--- src/rtl/core/bbmz_pkg.sv ---
// ----------------------------------------------------------------------------
// bbmz_pkg: shared types and constants for the beacon bearing median zone unit
// Holds the configuration record, the queued report, the queue status and
// the back-end state encoding.
// ----------------------------------------------------------------------------
package bbmz_pkg;

	localparam int BEARING_W = 15;
	localparam int DIST_W    = 16;
	localparam int ID_W      = 8;
	localparam int ZONE_W    = 2;
	localparam int RUN_W     = 8;
	localparam int CNT_W     = 32;
	localparam int WIN_CFG_W = 5;
	localparam int REG_IDX_W = 3;
	localparam int REG_DAT_W = 16;

	// configuration register indexes
	localparam logic [REG_IDX_W-1:0] REG_WANTED_BEACON  = 3'd0;
	localparam logic [REG_IDX_W-1:0] REG_MEDIAN_ENABLE  = 3'd1;
	localparam logic [REG_IDX_W-1:0] REG_WINDOW_IN_USE  = 3'd2;
	localparam logic [REG_IDX_W-1:0] REG_NEAR_BORDER    = 3'd3;
	localparam logic [REG_IDX_W-1:0] REG_FAR_LIMIT      = 3'd4;
	localparam logic [REG_IDX_W-1:0] REG_REPORTS_NEEDED = 3'd5;

	// zone codes
	localparam logic [ZONE_W-1:0] ZONE_NONE  = 2'd0;
	localparam logic [ZONE_W-1:0] ZONE_CLOSE = 2'd1;
	localparam logic [ZONE_W-1:0] ZONE_BUMP  = 2'd2;

	localparam logic [RUN_W-1:0] RUN_MAX = 8'hFF;

	typedef struct packed {
		logic [ID_W-1:0]      wanted_beacon;
		logic                 median_enable;
		logic [WIN_CFG_W-1:0] window_in_use;
		logic [DIST_W-1:0]    near_border;
		logic [DIST_W-1:0]    far_limit;
		logic [RUN_W-1:0]     reports_needed;
	} cfg_t;

	typedef struct packed {
		logic                        accepted;
		logic signed [BEARING_W-1:0] bearing;
		logic [DIST_W-1:0]           distance;
		logic [ZONE_W-1:0]           zone;
	} report_t;

	typedef struct packed {
		logic full;
		logic empty;
	} queue_stat_t;

	typedef enum logic [1:0] {
		B_IDLE,
		B_WALK,
		B_HOLD
	} back_state_t;

endpackage

--- src/rtl/core/bbmz_front.sv ---
// ----------------------------------------------------------------------------
// bbmz_front: report intake and distance zone qualifier
// Accepts reports, rejects foreign beacons, keeps the consecutive-run counts
// of both distance bands and pushes a classified report into the queue.
// ----------------------------------------------------------------------------
module bbmz_front import bbmz_pkg::*; (
	input  logic                        clk,
	input  logic                        arst_n,
	input  cfg_t                        cfg,
	input  logic                        in_valid,
	output logic                        in_ready,
	input  logic [ID_W-1:0]             beacon_id,
	input  logic signed [BEARING_W-1:0] bearing_in,
	input  logic [DIST_W-1:0]           distance_in,
	input  queue_stat_t                 q_stat,
	output logic                        push,
	output report_t                     push_item
);

	logic [RUN_W-1:0] close_run_q, bump_run_q;
	logic [RUN_W-1:0] close_run_nx, bump_run_nx;
	logic             match, in_close, in_bump;

	assign in_ready = !q_stat.full;
	assign push     = in_valid && in_ready;
	assign match    = (beacon_id == cfg.wanted_beacon);
	assign in_bump  = (distance_in < cfg.near_border);
	assign in_close = (distance_in >= cfg.near_border) && (distance_in < cfg.far_limit);

	always_comb begin
		close_run_nx = '0;
		bump_run_nx  = '0;
		if (in_close) begin
			close_run_nx = (close_run_q == RUN_MAX) ? RUN_MAX : close_run_q + RUN_W'(1);
		end
		if (in_bump) begin
			bump_run_nx = (bump_run_q == RUN_MAX) ? RUN_MAX : bump_run_q + RUN_W'(1);
		end
	end

	always_comb begin
		push_item.accepted = match;
		push_item.bearing  = match ? bearing_in : '0;
		push_item.distance = match ? distance_in : '0;
		push_item.zone     = ZONE_NONE;
		if (match) begin
			priority if (in_bump && bump_run_nx >= cfg.reports_needed) begin
				push_item.zone = ZONE_BUMP;
			end else if (in_close && close_run_nx >= cfg.reports_needed) begin
				push_item.zone = ZONE_CLOSE;
			end
		end
	end

	// foreign beacons leave the run counts alone
	always_ff @(posedge clk or negedge arst_n) begin
		if (!arst_n) begin
			close_run_q <= '0;
			bump_run_q  <= '0;
		end else if (push && match) begin
			close_run_q <= close_run_nx;
			bump_run_q  <= bump_run_nx;
		end
	end

endmodule

--- src/rtl/core/bbmz_queue.sv ---
// ----------------------------------------------------------------------------
// bbmz_queue: two-entry report queue
// Decouples the intake from the median back end.
// ----------------------------------------------------------------------------
module bbmz_queue import bbmz_pkg::*; (
	input  logic        clk,
	input  logic        arst_n,
	input  logic        push,
	input  report_t     push_item,
	input  logic        pop,
	output report_t     pop_item,
	output queue_stat_t stat
);

	report_t    slot_q [2];
	logic       wr_q, rd_q;
	logic [1:0] cnt_q;
	logic       do_push, do_pop;

	assign stat.full  = (cnt_q == 2'd2);
	assign stat.empty = (cnt_q == 2'd0);
	assign do_push    = push && !stat.full;
	assign do_pop     = pop && !stat.empty;
	assign pop_item   = slot_q[rd_q];

	always_ff @(posedge clk or negedge arst_n) begin
		if (!arst_n) begin
			wr_q  <= 1'b0;
			rd_q  <= 1'b0;
			cnt_q <= 2'd0;
		end else begin
			if (do_push) begin
				wr_q <= !wr_q;
			end
			if (do_pop) begin
				rd_q <= !rd_q;
			end
			unique case ({do_push, do_pop})
				2'b10:   cnt_q <= cnt_q + 2'd1;
				2'b01:   cnt_q <= cnt_q - 2'd1;
				default: cnt_q <= cnt_q;
			endcase
		end
	end

	always_ff @(posedge clk) begin
		if (do_push) begin
			slot_q[wr_q] <= push_item;
		end
	end

endmodule

--- src/rtl/core/bbmz_back.sv ---
// ----------------------------------------------------------------------------
// bbmz_back: bearing ring and median walk
// Writes accepted bearings into the ring and finds the upper median by
// ranking one candidate entry per cycle against the whole window.
// ----------------------------------------------------------------------------
module bbmz_back import bbmz_pkg::*; #(
	parameter int WINDOW_MAX = 16
) (
	input  logic                        clk,
	input  logic                        arst_n,
	input  cfg_t                        cfg,
	input  queue_stat_t                 q_stat,
	input  report_t                     q_item,
	output logic                        pop,
	output logic                        out_valid,
	input  logic                        out_ready,
	output logic                        accepted,
	output logic signed [BEARING_W-1:0] bearing_out,
	output logic [DIST_W-1:0]           distance_out,
	output logic [ZONE_W-1:0]           zone_out
);

	localparam int IW = (WINDOW_MAX > 1) ? $clog2(WINDOW_MAX) : 1;
	localparam int WL = $clog2(WINDOW_MAX + 1);

	back_state_t state_q, state_nx;

	logic signed [BEARING_W-1:0] ring_q [WINDOW_MAX];
	logic [IW-1:0]               res_q  [WINDOW_MAX];
	logic [CNT_W-1:0]            cnt_q;
	logic [IW-1:0]               cand_q;

	logic                        accepted_q;
	logic signed [BEARING_W-1:0] bearing_q;
	logic [DIST_W-1:0]           distance_q;
	logic [ZONE_W-1:0]           zone_q;

	logic [WL-1:0]               win_len, med_rank, lt_cnt, le_cnt;
	logic [IW-1:0]               last_idx, slot;
	logic signed [BEARING_W-1:0] cand_val;
	logic                        found, last, take, wr_ring;

	// clamp the window to 1..WINDOW_MAX
	always_comb begin
		priority if (cfg.window_in_use == '0) begin
			win_len = WL'(1);
		end else if (int'(cfg.window_in_use) > WINDOW_MAX) begin
			win_len = WL'(WINDOW_MAX);
		end else begin
			win_len = WL'(cfg.window_in_use);
		end
	end

	assign med_rank = win_len >> 1;
	assign last_idx = IW'(win_len - WL'(1));
	assign slot     = res_q[last_idx];
	assign cand_val = ring_q[cand_q];
	assign last     = (cand_q == last_idx);

	// rank the candidate against every entry of the window
	always_comb begin
		lt_cnt = '0;
		le_cnt = '0;
		for (int j = 0; j < WINDOW_MAX; j++) begin
			if (WL'(j) < win_len) begin
				if (ring_q[j] < cand_val) begin
					lt_cnt = lt_cnt + WL'(1);
				end
				if (ring_q[j] <= cand_val) begin
					le_cnt = le_cnt + WL'(1);
				end
			end
		end
	end

	assign found = (lt_cnt <= med_rank) && (med_rank < le_cnt);

	always_comb begin
		state_nx = state_q;
		unique case (state_q)
			B_IDLE: begin
				if (!q_stat.empty) begin
					state_nx = (q_item.accepted && cfg.median_enable) ? B_WALK : B_HOLD;
				end
			end
			B_WALK: begin
				if (found || last) begin
					state_nx = B_HOLD;
				end
			end
			B_HOLD: begin
				if (out_ready) begin
					state_nx = B_IDLE;
				end
			end
			default: state_nx = B_IDLE;
		endcase
	end

	always_comb begin
		pop       = (state_q == B_IDLE) && !q_stat.empty;
		take      = (state_q == B_WALK) && (found || last);
		out_valid = (state_q == B_HOLD);
		wr_ring   = pop && q_item.accepted;
	end

	always_ff @(posedge clk or negedge arst_n) begin
		if (!arst_n) begin
			state_q <= B_IDLE;
			cand_q  <= '0;
		end else begin
			state_q <= state_nx;
			if (pop) begin
				cand_q <= '0;
			end else if (state_q == B_WALK) begin
				cand_q <= cand_q + IW'(1);
			end
		end
	end

	// ring, accepted-report count and its residue modulo every window length
	always_ff @(posedge clk or negedge arst_n) begin
		if (!arst_n) begin
			cnt_q <= '0;
			for (int k = 0; k < WINDOW_MAX; k++) begin
				ring_q[k] <= '0;
				res_q[k]  <= '0;
			end
		end else if (wr_ring) begin
			ring_q[slot] <= q_item.bearing;
			cnt_q        <= cnt_q + CNT_W'(1);
			for (int k = 0; k < WINDOW_MAX; k++) begin
				// the count wraps to zero, so every residue restarts
				if (cnt_q == '1 || res_q[k] == IW'(k)) begin
					res_q[k] <= '0;
				end else begin
					res_q[k] <= res_q[k] + IW'(1);
				end
			end
		end
	end

	always_ff @(posedge clk) begin
		if (pop) begin
			accepted_q <= q_item.accepted;
			bearing_q  <= q_item.bearing;
			distance_q <= q_item.distance;
			zone_q     <= q_item.zone;
		end else if (take) begin
			bearing_q <= cand_val;
		end
	end

	assign accepted     = accepted_q;
	assign bearing_out  = bearing_q;
	assign distance_out = distance_q;
	assign zone_out     = zone_q;

endmodule

--- src/rtl/core/beacon_bearing_median_zone_unit.sv ---
// ----------------------------------------------------------------------------
// beacon_bearing_median_zone_unit: beacon bearing median filter and zone flag
// Top level: configuration registers, intake, report queue and median back end.
// ----------------------------------------------------------------------------
// Every report gives one result. A report from another beacon comes back with
// accepted low and all fields zero and changes nothing. Intake takes a report
// in the cycle it is offered as long as the two-entry queue has room, also
// while a result waits on out_ready. The back end handles one report at a
// time: it loads the report from the queue and writes the bearing ring, then,
// with the median on, ranks one candidate entry per cycle (1 to W entries, W
// the clamped window length), and the result is shown from the next cycle on.
// A rejected report, or any report with the median off, skips the walk.
// The ring resets to zero and those zeros count in the median until filled.
// ----------------------------------------------------------------------------
module beacon_bearing_median_zone_unit import bbmz_pkg::*; #(
	parameter int WINDOW_MAX = 16
) (
	input  logic                        clk,
	input  logic                        arst_n,
	input  logic                        wr_en,
	input  logic [REG_IDX_W-1:0]        wr_index,
	input  logic [REG_DAT_W-1:0]        wr_data,
	input  logic                        in_valid,
	output logic                        in_ready,
	input  logic [ID_W-1:0]             beacon_id,
	input  logic signed [BEARING_W-1:0] bearing_in,
	input  logic [DIST_W-1:0]           distance_in,
	output logic                        out_valid,
	input  logic                        out_ready,
	output logic                        accepted,
	output logic signed [BEARING_W-1:0] bearing_out,
	output logic [DIST_W-1:0]           distance_out,
	output logic [ZONE_W-1:0]           zone_out
);

	cfg_t        cfg_q;
	queue_stat_t q_stat;
	report_t     push_item, pop_item;
	logic        push, pop;

	always_ff @(posedge clk or negedge arst_n) begin
		if (!arst_n) begin
			cfg_q.wanted_beacon  <= 8'd0;
			cfg_q.median_enable  <= 1'b1;
			cfg_q.window_in_use  <= 5'd8;
			cfg_q.near_border    <= 16'd512;
			cfg_q.far_limit      <= 16'hFFFF;
			cfg_q.reports_needed <= 8'd3;
		end else if (wr_en) begin
			unique case (wr_index)
				REG_WANTED_BEACON:  cfg_q.wanted_beacon  <= wr_data[ID_W-1:0];
				REG_MEDIAN_ENABLE:  cfg_q.median_enable  <= wr_data[0];
				REG_WINDOW_IN_USE:  cfg_q.window_in_use  <= wr_data[WIN_CFG_W-1:0];
				REG_NEAR_BORDER:    cfg_q.near_border    <= wr_data;
				REG_FAR_LIMIT:      cfg_q.far_limit      <= wr_data;
				REG_REPORTS_NEEDED: cfg_q.reports_needed <= wr_data[RUN_W-1:0];
				default: cfg_q <= cfg_q;
			endcase
		end
	end

	bbmz_front u_front (
		.clk         (clk),
		.arst_n      (arst_n),
		.cfg         (cfg_q),
		.in_valid    (in_valid),
		.in_ready    (in_ready),
		.beacon_id   (beacon_id),
		.bearing_in  (bearing_in),
		.distance_in (distance_in),
		.q_stat      (q_stat),
		.push        (push),
		.push_item   (push_item)
	);

	bbmz_queue u_queue (
		.clk       (clk),
		.arst_n    (arst_n),
		.push      (push),
		.push_item (push_item),
		.pop       (pop),
		.pop_item  (pop_item),
		.stat      (q_stat)
	);

	bbmz_back #(
		.WINDOW_MAX (WINDOW_MAX)
	) u_back (
		.clk          (clk),
		.arst_n       (arst_n),
		.cfg          (cfg_q),
		.q_stat       (q_stat),
		.q_item       (pop_item),
		.pop          (pop),
		.out_valid    (out_valid),
		.out_ready    (out_ready),
		.accepted     (accepted),
		.bearing_out  (bearing_out),
		.distance_out (distance_out),
		.zone_out     (zone_out)
	);

	// rejected reports carry nothing
	a_reject_zero: assert property (@(posedge clk) disable iff (!arst_n)
		out_valid && !accepted |-> bearing_out == '0 && distance_out == '0 && zone_out == ZONE_NONE)
		else $error("rejected report carries data");

	// bump zone only below the border
	a_bump_dist: assert property (@(posedge clk) disable iff (!arst_n)
		out_valid && zone_out == ZONE_BUMP |-> accepted && distance_out < cfg_q.near_border)
		else $error("bump zone outside bump band");

	// close-in zone only inside its band
	a_close_dist: assert property (@(posedge clk) disable iff (!arst_n)
		out_valid && zone_out == ZONE_CLOSE |->
			accepted && distance_out >= cfg_q.near_border && distance_out < cfg_q.far_limit)
		else $error("close-in zone outside close-in band");

	// no back-end load while the queue is empty or a result is pending
	a_pop_nonempty: assert property (@(posedge clk) disable iff (!arst_n)
		pop |-> !q_stat.empty && !out_valid)
		else $error("load from empty queue or over a pending result");

endmodule
--- config.mk ---
export PLATFORM = sky130hd
export DESIGN_NAME = beacon_bearing_median_zone_unit
export DESIGN_NICKNAME = d
export VERILOG_FILES = /design/src/rtl/core/bbmz_pkg.sv /design/src/rtl/core/bbmz_front.sv /design/src/rtl/core/bbmz_queue.sv /design/src/rtl/core/bbmz_back.sv /design/src/rtl/core/beacon_bearing_median_zone_unit.sv
export SDC_FILE = /design/constraint.sdc
export NUM_CORES = 1
export LEC_CHECK = 0
export ABC_AREA = 1
export BUFFER_PORTS_ARGS = -buffer_cell sky130_fd_sc_hd__buf_4
export CORE_MARGIN = 5
export CORE_UTILIZATION = 60
export DETAILED_ROUTE_END_ITERATION = 12
export PLACE_DENSITY = 0.83
export SLEW_MARGIN = 20
export SYNTH_ARGS = -nofsm -noshare
export SYNTH_HDL_FRONTEND = slang
export SYNTH_SLANG_ARGS = --single-unit
--- constraint.sdc ---
create_clock -name clk -period 15.1 [get_ports clk]
set_input_delay 1.51 -clock clk [delete_from_list [all_inputs] [get_ports clk]]
set_output_delay 1.51 -clock clk [all_outputs]
set_load 0.01 [all_outputs]
# After elaboration in Yosys (flattened, before gate mapping)
# Memory sizes are Yosys's and may differ from the RTL's.
# Index checks and enable logic that the tools add are counted.
classes:
  n_eq_ne: 33
  n_shift: 0
  add_sub_neg: 53
  bitwise: 3
  n_lt_le_gt_ge: 60
  n_reduce_logical: 49
  mul: 0
  muxes: 112
  n_div: 0
op_table:
  columns: ["cell", "count"]
  rows:
  - ["two-way mux 5 bit", 64]
  - ["bitwise mux 240 bit", 1]
  - ["<= comparator 15 bit", 16]
  - ["< comparator 15 bit", 16]
  - ["adder 5 x 1 -> 5 bit (second input constant)", 30]
  - ["two-way mux 15 bit", 6]
  - ["two-way mux 4 bit", 20]
  - ["adder 4 x 1 -> 4 bit (second input constant)", 17]
  - ["binary-select mux 15 bit (select 4 bit)", 1]
  - ["demux 15 bit (select 4 bit)", 1]
  - ["< comparator 4 x 5 -> 1 bit (first input constant)", 8]
  - ["adder 32 x 1 -> 32 bit (second input constant)", 1]
  - ["== test 32 bit (second input constant)", 1]
  - ["== test 4 bit (second input constant)", 8]
  - ["< comparator 16 bit", 2]
  - ["two-way mux 8 bit", 4]
  - ["< comparator 3 x 5 -> 1 bit (first input constant)", 4]
  - ["logical OR 1 bit", 17]
  - ["adder 8 x 1 -> 8 bit (second input constant)", 2]
  - ["binary-select mux 4 bit (select 4 bit)", 1]
  - ["== test 4 x 3 -> 1 bit (second input constant)", 4]
  - ["== test 8 bit (second input constant)", 2]
  - ["greater-or-equal comparator 16 bit", 1]
  - ["greater-or-equal comparator 8 bit", 2]
  - ["36 further kinds", 81]
totals:
  in_bits: 63
  rom_bits: 0
  latchBits: 0
  ramBits: 68
  output_inout_bits: 36
  word_cells: 361
  memories: 1
  ff_bits: 450
memory_table:
  columns: ["memory", "words", "width", "rd", "rd_clocked_by_memory_dff", "wr", "line", "rtl"]
  rows:
  - ["u_queue.slot_q", 2, 34, 1, 0, 1, "bbmz_queue.sv:15", "report_t slot_q [2];"]

# Depth between registers and ports, before layout
# Gate-level depths: netlist (run 1).
logic_depth:
  ltp_word: 58
  ltp_mapped: 83
  mapped_depth_nobuf: 81

# Cells and area by module
# A second synthesis (run 1) with hierarchy kept.
hier_totals:
  hier_cells: 4494
  hier_area_um2: 35288.8
modules_own_cells:
  columns: ["mod", "area_per_inst_um2", "instances", "seq_area_each_um2", "cells_per_inst"]
  rows:
  - ["bbmz_back", 27634.0, 1, 9579.2, 3589]
  - ["bbmz_front", 2750.1, 1, 400.4, 450]
  - ["bbmz_queue", 2736.4, 1, 2142.1, 210]
  - ["beacon_bearing_median_zone_unit", 2168.3, 1, 1377.6, 245]

# Worst setup path after synthesis (run 1)
# OpenSTA, ideal clock, no wires.
synth_timing:
  kind: "reg2reg"
  startpoint: "reg u_back.cand_q[2]"
  endpoint: "reg u_back.bearing_q[0], in the netlist u_back.bearing_out[0] (enable)"
  slack_ns: 2.527
  stages_incl_launch_ff: 78
  required_time_ns: 14.704
  synth_period_minus_slack_ns: 12.573
  arrival_time_ns: 12.177
  path_cell_list: "dfrtp_1 -> clkbuf_1 -> clkinv_1 -> nor2_1 -> clkinv_1 -> clkbuf_1 -> a21oi_1 -> a221oi_1 -> o21ai_0 -> nand2_1 -> inv_1 -> ha_1 -> nand2_1 -> inv_1 -> nand3_1 -> nor2_1 -> a211o_1 -> xor2_1 -> [... 42 more ...] -> nand2_1 -> nand2_1 -> ha_1 -> o21ai_0 -> inv_1 -> ha_1 -> nand2_1 -> nand2_1 -> nand2_1 -> inv_1 -> ha_1 -> a21oi_1 -> nor2_1 -> nor2_1 -> nand2_1 -> nand2_1 -> nand2_2 -> a31oi_1"
synth_via:
  elab_chain_len: 57
  elab_cells_between_ends: 137
  classes_between: "add/sub: 30; order compare: 34; eq/ne: 1; mux: 67; bitwise: 1; reduce/logical: 4"
synth_rtl:
  columns: ["element", "line", "rtl"]
  rows:
  - ["start: declaration", "bbmz_back.sv:31", "logic [IW-1:0] cand_q;"]
  - ["start signal: assignment", "bbmz_back.sv:116", "cand_q <= cand_q + IW'(1);"]
  - ["NOT 4 -> 5 bit (not written as such)", "bbmz_back.sv:57", "assign cand_val = ring_q[cand_q];"]
  - ["binary-select mux 15 bit (select 4 bit)", "bbmz_back.sv:57", null]
  - ["two-way mux 15 bit (not written as such) (2 in series)", "bbmz_back.sv:57", null]
  - ["< comparator 15 bit or <= comparator 15 bit (tied branches)", "bbmz_back.sv:66, bbmz_back.sv:69", null]
  - ["two-way mux 1 bit (on tied branches)", "bbmz_back.sv:66, bbmz_back.sv:69", null]
  - ["two-way mux 5 bit", "bbmz_back.sv:65", "if (WL'(j) < win_len) begin"]
  - ["adder 5 x 1 -> 5 bit (on tied branches)", "bbmz_back.sv:67, bbmz_back.sv:70", null]
  - ["two-way mux 5 bit (on tied branches)", "bbmz_back.sv:66, bbmz_back.sv:69", null]
  - ["[... 40 more ...]", null, null]
  - ["adder 5 x 1 -> 5 bit (on tied branches)", "bbmz_back.sv:67, bbmz_back.sv:70", null]
  - ["two-way mux 5 bit (on tied branches)", "bbmz_back.sv:66, bbmz_back.sv:69", null]
  - ["two-way mux 5 bit", "bbmz_back.sv:65", null]
  - ["<= comparator 5 x 4 -> 1 bit or < comparator 4 x 5 -> 1 bit (tied branches)", "bbmz_back.sv:76", "assign found = (lt_cnt <= med_rank) && (med_rank < le_cnt);"]
  - ["logical AND 1 bit", "bbmz_back.sv:76", null]
  - ["logical OR 1 bit *", "bbmz_back.sv:102", "take = (state_q == B_WALK) && (found || last);"]
  - ["logical AND 1 bit *", "bbmz_back.sv:102", null]
  - ["nonzero test 2 bit (no line) *", null, null]
  - ["end signal: assignment", "bbmz_back.sv:146", "bearing_q <= q_item.bearing;"]
  - ["end signal: assignment", "bbmz_back.sv:150", "bearing_q <= cand_val;"]
  - ["end: declaration", "bbmz_back.sv:34", "logic signed [BEARING_W-1:0] bearing_q;"]
# Mark *: on every way between the ends. The rest lies on a longest branch, timed or not. The select of a mux whose other input is x is not followed.
# A chain may end at the register's enable or synchronous reset.

# Worst setup path after layout (run 1)
layout_timing:
  startpoint: "reg u_back.cand_q[2]"
  endpoint: "reg u_back.bearing_q[6], in the netlist u_back.bearing_out[6] (enable)"
# The elaborated chain is that of the path after synthesis.

==> qor.csv, run 1 <==
metric;value;unit
fp.dieArea;61900;µm²
synth_top_cell_area_share;28.9;%
end_kind;register;
synthToLayoutAreaGrowth;10.2;%
finalHoldViolCount;0;
tightest_slew;1.16;ns
grt-ovfl-total;0;
grt.total_usage;30.5;%
fin_skew;0.0245;ns
numCtsBuffers;53;
clk_path_buf_depth;3;
setup_tns;0;ns
nets;4866;
cp-start-kind;register;
fmax;70.9;MHz
die_h;249;µm
diodes;0;
rsz0062_at_grt;false;
finalSetupViolations;0;
row_count;87;
initial_core_util;60.6;%
postLayoutCellArea;37700;µm²
synth_area_leader_cell;dfrtp_1;
antenna_found_initial;0;
dr.pass1.iters;6;
cts_tree;yes;
gp_congestion;1.01;
synthDistinctLibCells;65;
ys_warn_count;0;
grt_pass1_vias;29000;
fin_crit_sh;93.4;%
cts.clk_slew.worst_paths;0.07;ns
grt_pass1_wl;155;mm
grt_start_max_net_pins;123;
clkLatencyLatePin;0.63;ns
htree_levels;2;
cts.sinks;518;
post_dp_cell_area;35700;µm²
cts-hold-fix-buffers;0;
yosysSeqAreaShare;39.5;%
synth_area_per_cell;7.77;µm²
ant_nets;0;
boundaryPins;99;
layout-drive-gt1-share;8.86;%
max-cap-violations;0;
layout_min_cycle_time;14.10;ns
io_buffers;98;
arrival;14.35;ns
async_flop_share;80.3;%
drt_iter0_markers;3279;
drv_slew;0;
worst_ep_required_time;15.35;ns
netlist_area;34200;µm²
relSlewSlack;22.5;%
routedWlPerCell;18.5;µm
drt_drc_violations_left;0;
synth_area_leaders;dfrtp_1 29%, ha_1 13%, nand2_1 12%;
vias;31000;
synth_edf_count;102;
routed_wl;97.2;mm
max_stage_delay;0.85;ns
dp_hpwl;70.0;mm
syn_inst;4402;
cpMaxStageDelayCell;dfrtp_1;
path_max_fanout;19;
via_per_inst;5.92;
ys.flop_type;dfrtp_1;
criticalPathCategory;reg -> reg;
postCtsSetupBuffers;0;
synth-seq-cells;518;
ctsResizeCount;0;
root_buffer;clkbuf_16;
status;finished clean;
syn_nets;4822;
min_path_type;reg -> reg;
fp.coreArea;56400;µm²
cp_common_cell;nand2_1;
die_x;249;µm
## synth_stat cells, drive strengths merged, types with 8 or more instances
library cell	n
xor2	64
o21bai	8
nor4	16
o22ai	32
dfrtp	395
a221oi	20
buf	10
nor2	274
dfstp	21
ha	357
or2	22
inv	522
nand3	254
o211ai	15
clkbuf	147
nand4	80
o21ai	496
edfxtp	102
xnor2	16
o221ai	16
nand3b	14
nor3	34
a21oi	241
nand2	1171
a211oi	9
## critical path: cells and delay by family (launching register included)
| family | cells | cell delay, ns |
|---|---|---|
| buffers and inverters | 11 | 1.48 |
| AO/OA/AOI/OAI | 10 | 2.50 |
| XOR/XNOR | 1 | 0.19 |
| AND/OR/NAND/NOR | 37 | 4.10 |
| adder cells (fa/ha/maj) | 17 | 4.57 |
| flip-flops | 1 | 0.85 |
## final cells by class
class	instances	area, µm²
Multi-Input combinational cell	3198	18200
Fill cell	4654	18700
Inverter	529	1990
Clock inverter	30	429
Sequential cell	518	13500
Tap cell	756	946
Timing Repair Buffer	146	1140
Clock buffer	69	1500
## layout by cell type (no fill, tap or decap), types with 53 or more instances in the layout
cell type	synthesis	routed
a21oi_1	237	237
buf_4	0	141
clkbuf_16	0	53
dfrtp_1	395	394
edfxtp_1	102	102
ha_1	357	357
inv_1	492	492
nand2_1	1132	1132
nand3_1	237	236
nand4_1	80	80
nor2_1	261	258
o21ai_0	490	490
xor2_1	63	63
## metal layers
layer | track usage [%] | wire (µm) | vias to the layer above
met5 | 0 | 0 | -
met4 | 15.8 | 5820 | 0
met1 | 41.3 | 39600 | 14400
li1 | - | - | 14800
met3 | 4.47 | 8140 | 328
met2 | 48.0 | 43700 | 1460
## registers in the layout (all words and copies together) (netlist names), 15 cells and up
signal / count
u_back.res_q: 64
cfg_q: 54
u_back.cnt_q: 32
u_back.bearing_out: 15
u_back.distance_out: 16
u_back.ring_q: 240
u_queue.slot_q: 68
## final timing paths
| path | slack (ns) | depth (start not counted) | startpoint | to |
|---|---|---|---|---|
| max | 1.00 | 76 | u_back.cand_q[2] | u_back.bearing_out[6] |
| min | 0.47 | 1 | u_back.cnt_q[26] | u_back.cnt_q[26] |
| max reg2reg | 1.00 | 76 | u_back.cand_q[2] | u_back.bearing_out[6] |
| min reg2reg | 0.47 | 1 | u_back.cnt_q[26] | u_back.cnt_q[26] |
| max in group asynchronous | 11.63 | 3 | arst_n | cfg_q[51] |
| min in group asynchronous | 0.98 | 1 | arst_n | u_back.ring_q[182] |
## through the flow
stage	worst slack (ns)	std cells	hold slack, ns	util, %
2_1_floorplan	2.53	4402	0.441	-
3_3_place_gp	1.31	5145	0.459	63.3
3_5_place_dp	1.03	5145	0.462	63.3
4_1_cts	0.917	5244	0.470	66.7
5_1_grt	0.132	5246	0.474	66.8
6_report	1.00	5246	0.472	66.8
## cells by family after synthesis
| kind of cell | Yosys count | share of synthesized area (%) |
|---|---|---|
| AOI/OAI and AO/OA | 882 | 14.1 |
| DFF | 518 | 39.5 |
| buffers and inverters | 686 | 7.56 |
| and+or+nand+nor | 1877 | 23.7 |
| xor gates and xnor gates | 80 | 2.07 |
| muxes | 2 | 0.0586 |
| adders and majority gates | 357 | 13.1 |
Power of run 1 is not shown: default switching activity piles up to over one toggle a cycle in this logic, so the estimate is an artifact.
==> run 2: changes to the inputs <==
--- a/config.mk
+++ b/config.mk
@@ -8,9 +8,9 @@
 export ABC_AREA = 1
 export BUFFER_PORTS_ARGS = -buffer_cell sky130_fd_sc_hd__buf_4
 export CORE_MARGIN = 5
-export CORE_UTILIZATION = 60
+export CORE_UTILIZATION = 35
 export DETAILED_ROUTE_END_ITERATION = 12
-export PLACE_DENSITY = 0.83
+export PLACE_DENSITY = 0.56
 export SLEW_MARGIN = 20
 export SYNTH_ARGS = -nofsm -noshare
 export SYNTH_HDL_FRONTEND = slang
==> qor.csv, run 2 (synthesis results as in run 1) <==
metric;value;unit
grt_pass1_vias;28300;
clkLatencyLatePin;0.66;ns
cts.sinks;518;
fmax;74.2;MHz
drt_iter0_markers;2503;
multiInputGateArea;18100;µm²
min_path_type;reg -> reg;
cts.clk_slew.worst_paths;0.06;ns
cp_common_cell;nand2_1;
grt-ovfl-total;0;
r2r_cells;76;
holdCritStartpoint;u_back.cnt_q[25];
path_max_fanout;39;
drt_drc_violations_left;0;
dp_hpwl;75.2;mm
finalSetupViolations;0;
cts_tree;yes;
register_area;13500;µm²
routedWlPerCell;17.8;µm
mostFrequentLayoutCells;1,131 x nand2_1, 492 x inv_1, 490 x o21ai_0, 394 x dfrtp_1, 357 x ha_1;
tightest_slew;1.14;ns
grt.total_usage;19.4;%
r2r-end;u_back.bearing_out[11];
via_per_inst;5.10;
max_stage_delay;0.64;ns
numCtsBuffers;58;
postCtsSetupBuffers;0;
rrSetupSlack;1.62;ns
setup_tns;0;ns
largest-register;u_back.ring_q;
antenna_found_initial;2;
hold_depth;1;
ant_nets;0;
arrival;13.77;ns
drv_slew;0;
die_x;323;µm
synthToLayoutAreaGrowth;12.5;%
htree_levels;2;
row_count;114;
dr.pass1.iters;6;
gp_congestion;0.930;
ctsResizeCount;0;
fp.dieArea;104000;µm²
crit-reg2reg-launch;u_back.cand_q[0];
die_h;323;µm
initial_core_util;35.3;%
finalHoldViolCount;0;
largestRegisters;u_back.ring_q (240), u_queue.slot_q (68), u_back.res_q (64);
relSlewSlack;24.2;%
fin_skew;0.0534;ns
max-cap-violations;0;
grt_pass1_wl;160;mm
hold_end;u_back.cnt_q[25];
status;finished clean;
worst_ep_required_time;15.39;ns
largest_reg_flops;240;
routed_wl;103;mm
cp-start-kind;register;
nets;4879;
n_fill_cell;9902;
rsz0062_at_grt;false;
fp.coreArea;96900;µm²
fin_crit_sh;89.3;%
layout-drive-gt1-share;9.03;%
grt_start_max_net_pins;157;
io_buffers;98;
vias;29500;
criticalPathCategory;reg -> reg;
diodes;0;
root_buffer;clkbuf_16;
cts-hold-fix-buffers;0;
mostFrequentLayoutCell;nand2_1;
layout_min_cycle_time;13.48;ns
clk_path_buf_depth;3;
end_kind;register;
boundaryPins;99;
cpMaxStageDelayCell;dfrtp_4;
[run 2: cell types whose count changed in the layout (fill, tap and decap cells not counted), sizes merged]
cell	delta
clkbuf	+6
buf	+8
bufinv	+1
clkinv	+6
inv	-1
clkinvlp	-2
[run 2: area by class of cell]
type	instances	area share, %
well taps	1276	4.15
flip-flops and latches	518	35.1
clock inverters	34	1.26
multi-input cells	3198	47.2
repair buffers	154	3.12
clock buffers	75	4.04
inverters	529	5.17
[run 2: per-stage QoR]
| stage | std cells | setup WS (ns) | area, µm² | hold WS (ns) | util [%] |
|---|---|---|---|---|---|
| 2_1_floorplan | 4402 | 2.53 | 34200 | 0.441 | - |
| 3_3_place_gp | 5675 | 1.85 | 36400 | 0.457 | 37.6 |
| 3_5_place_dp | 5675 | 1.76 | 36400 | 0.460 | 37.6 |
| 4_1_cts | 5784 | 1.62 | 38500 | 0.470 | 39.7 |
| 5_1_grt | 5784 | 0.573 | 38500 | 0.478 | 39.7 |
| 6_report | 5784 | 1.62 | 38500 | 0.473 | 39.7 |
[run 2: worst max-delay path, delay by kind of cell (launching register included)]
family          cells  cell delay [ns]
buf+inv            13             1.85
xor+xnor            1             0.24
simple gates       37             4.04
compound gates      8             1.68
flops               1             0.64
fa+ha+maj          17             4.64
[run 2: how the worst max path moves through the flow]
stage,start,endpoint,slack [ns]
finish,u_back.cand_q[0],u_back.bearing_out[11],1.62
global route,u_back.cand_q[0],u_back.bearing_out[11],0.57
CTS,u_back.cand_q[0],u_back.bearing_out[11],1.62
detailed placement,u_back.cand_q[0],u_back.bearing_out[5],1.76
global placement,u_back.cand_q[0],u_back.bearing_out[5],1.85
floorplan,u_back.cand_q[2],u_back.bearing_out[0],2.53
[run 2: layer usage]
layer  routed length (µm)  track usage [%]
met3                 5560             2.99
met2                46400             31.7
met1                47500             26.7
met4                 3240             6.02
met5                   13                0
Power of run 2 is left out for the same reason.
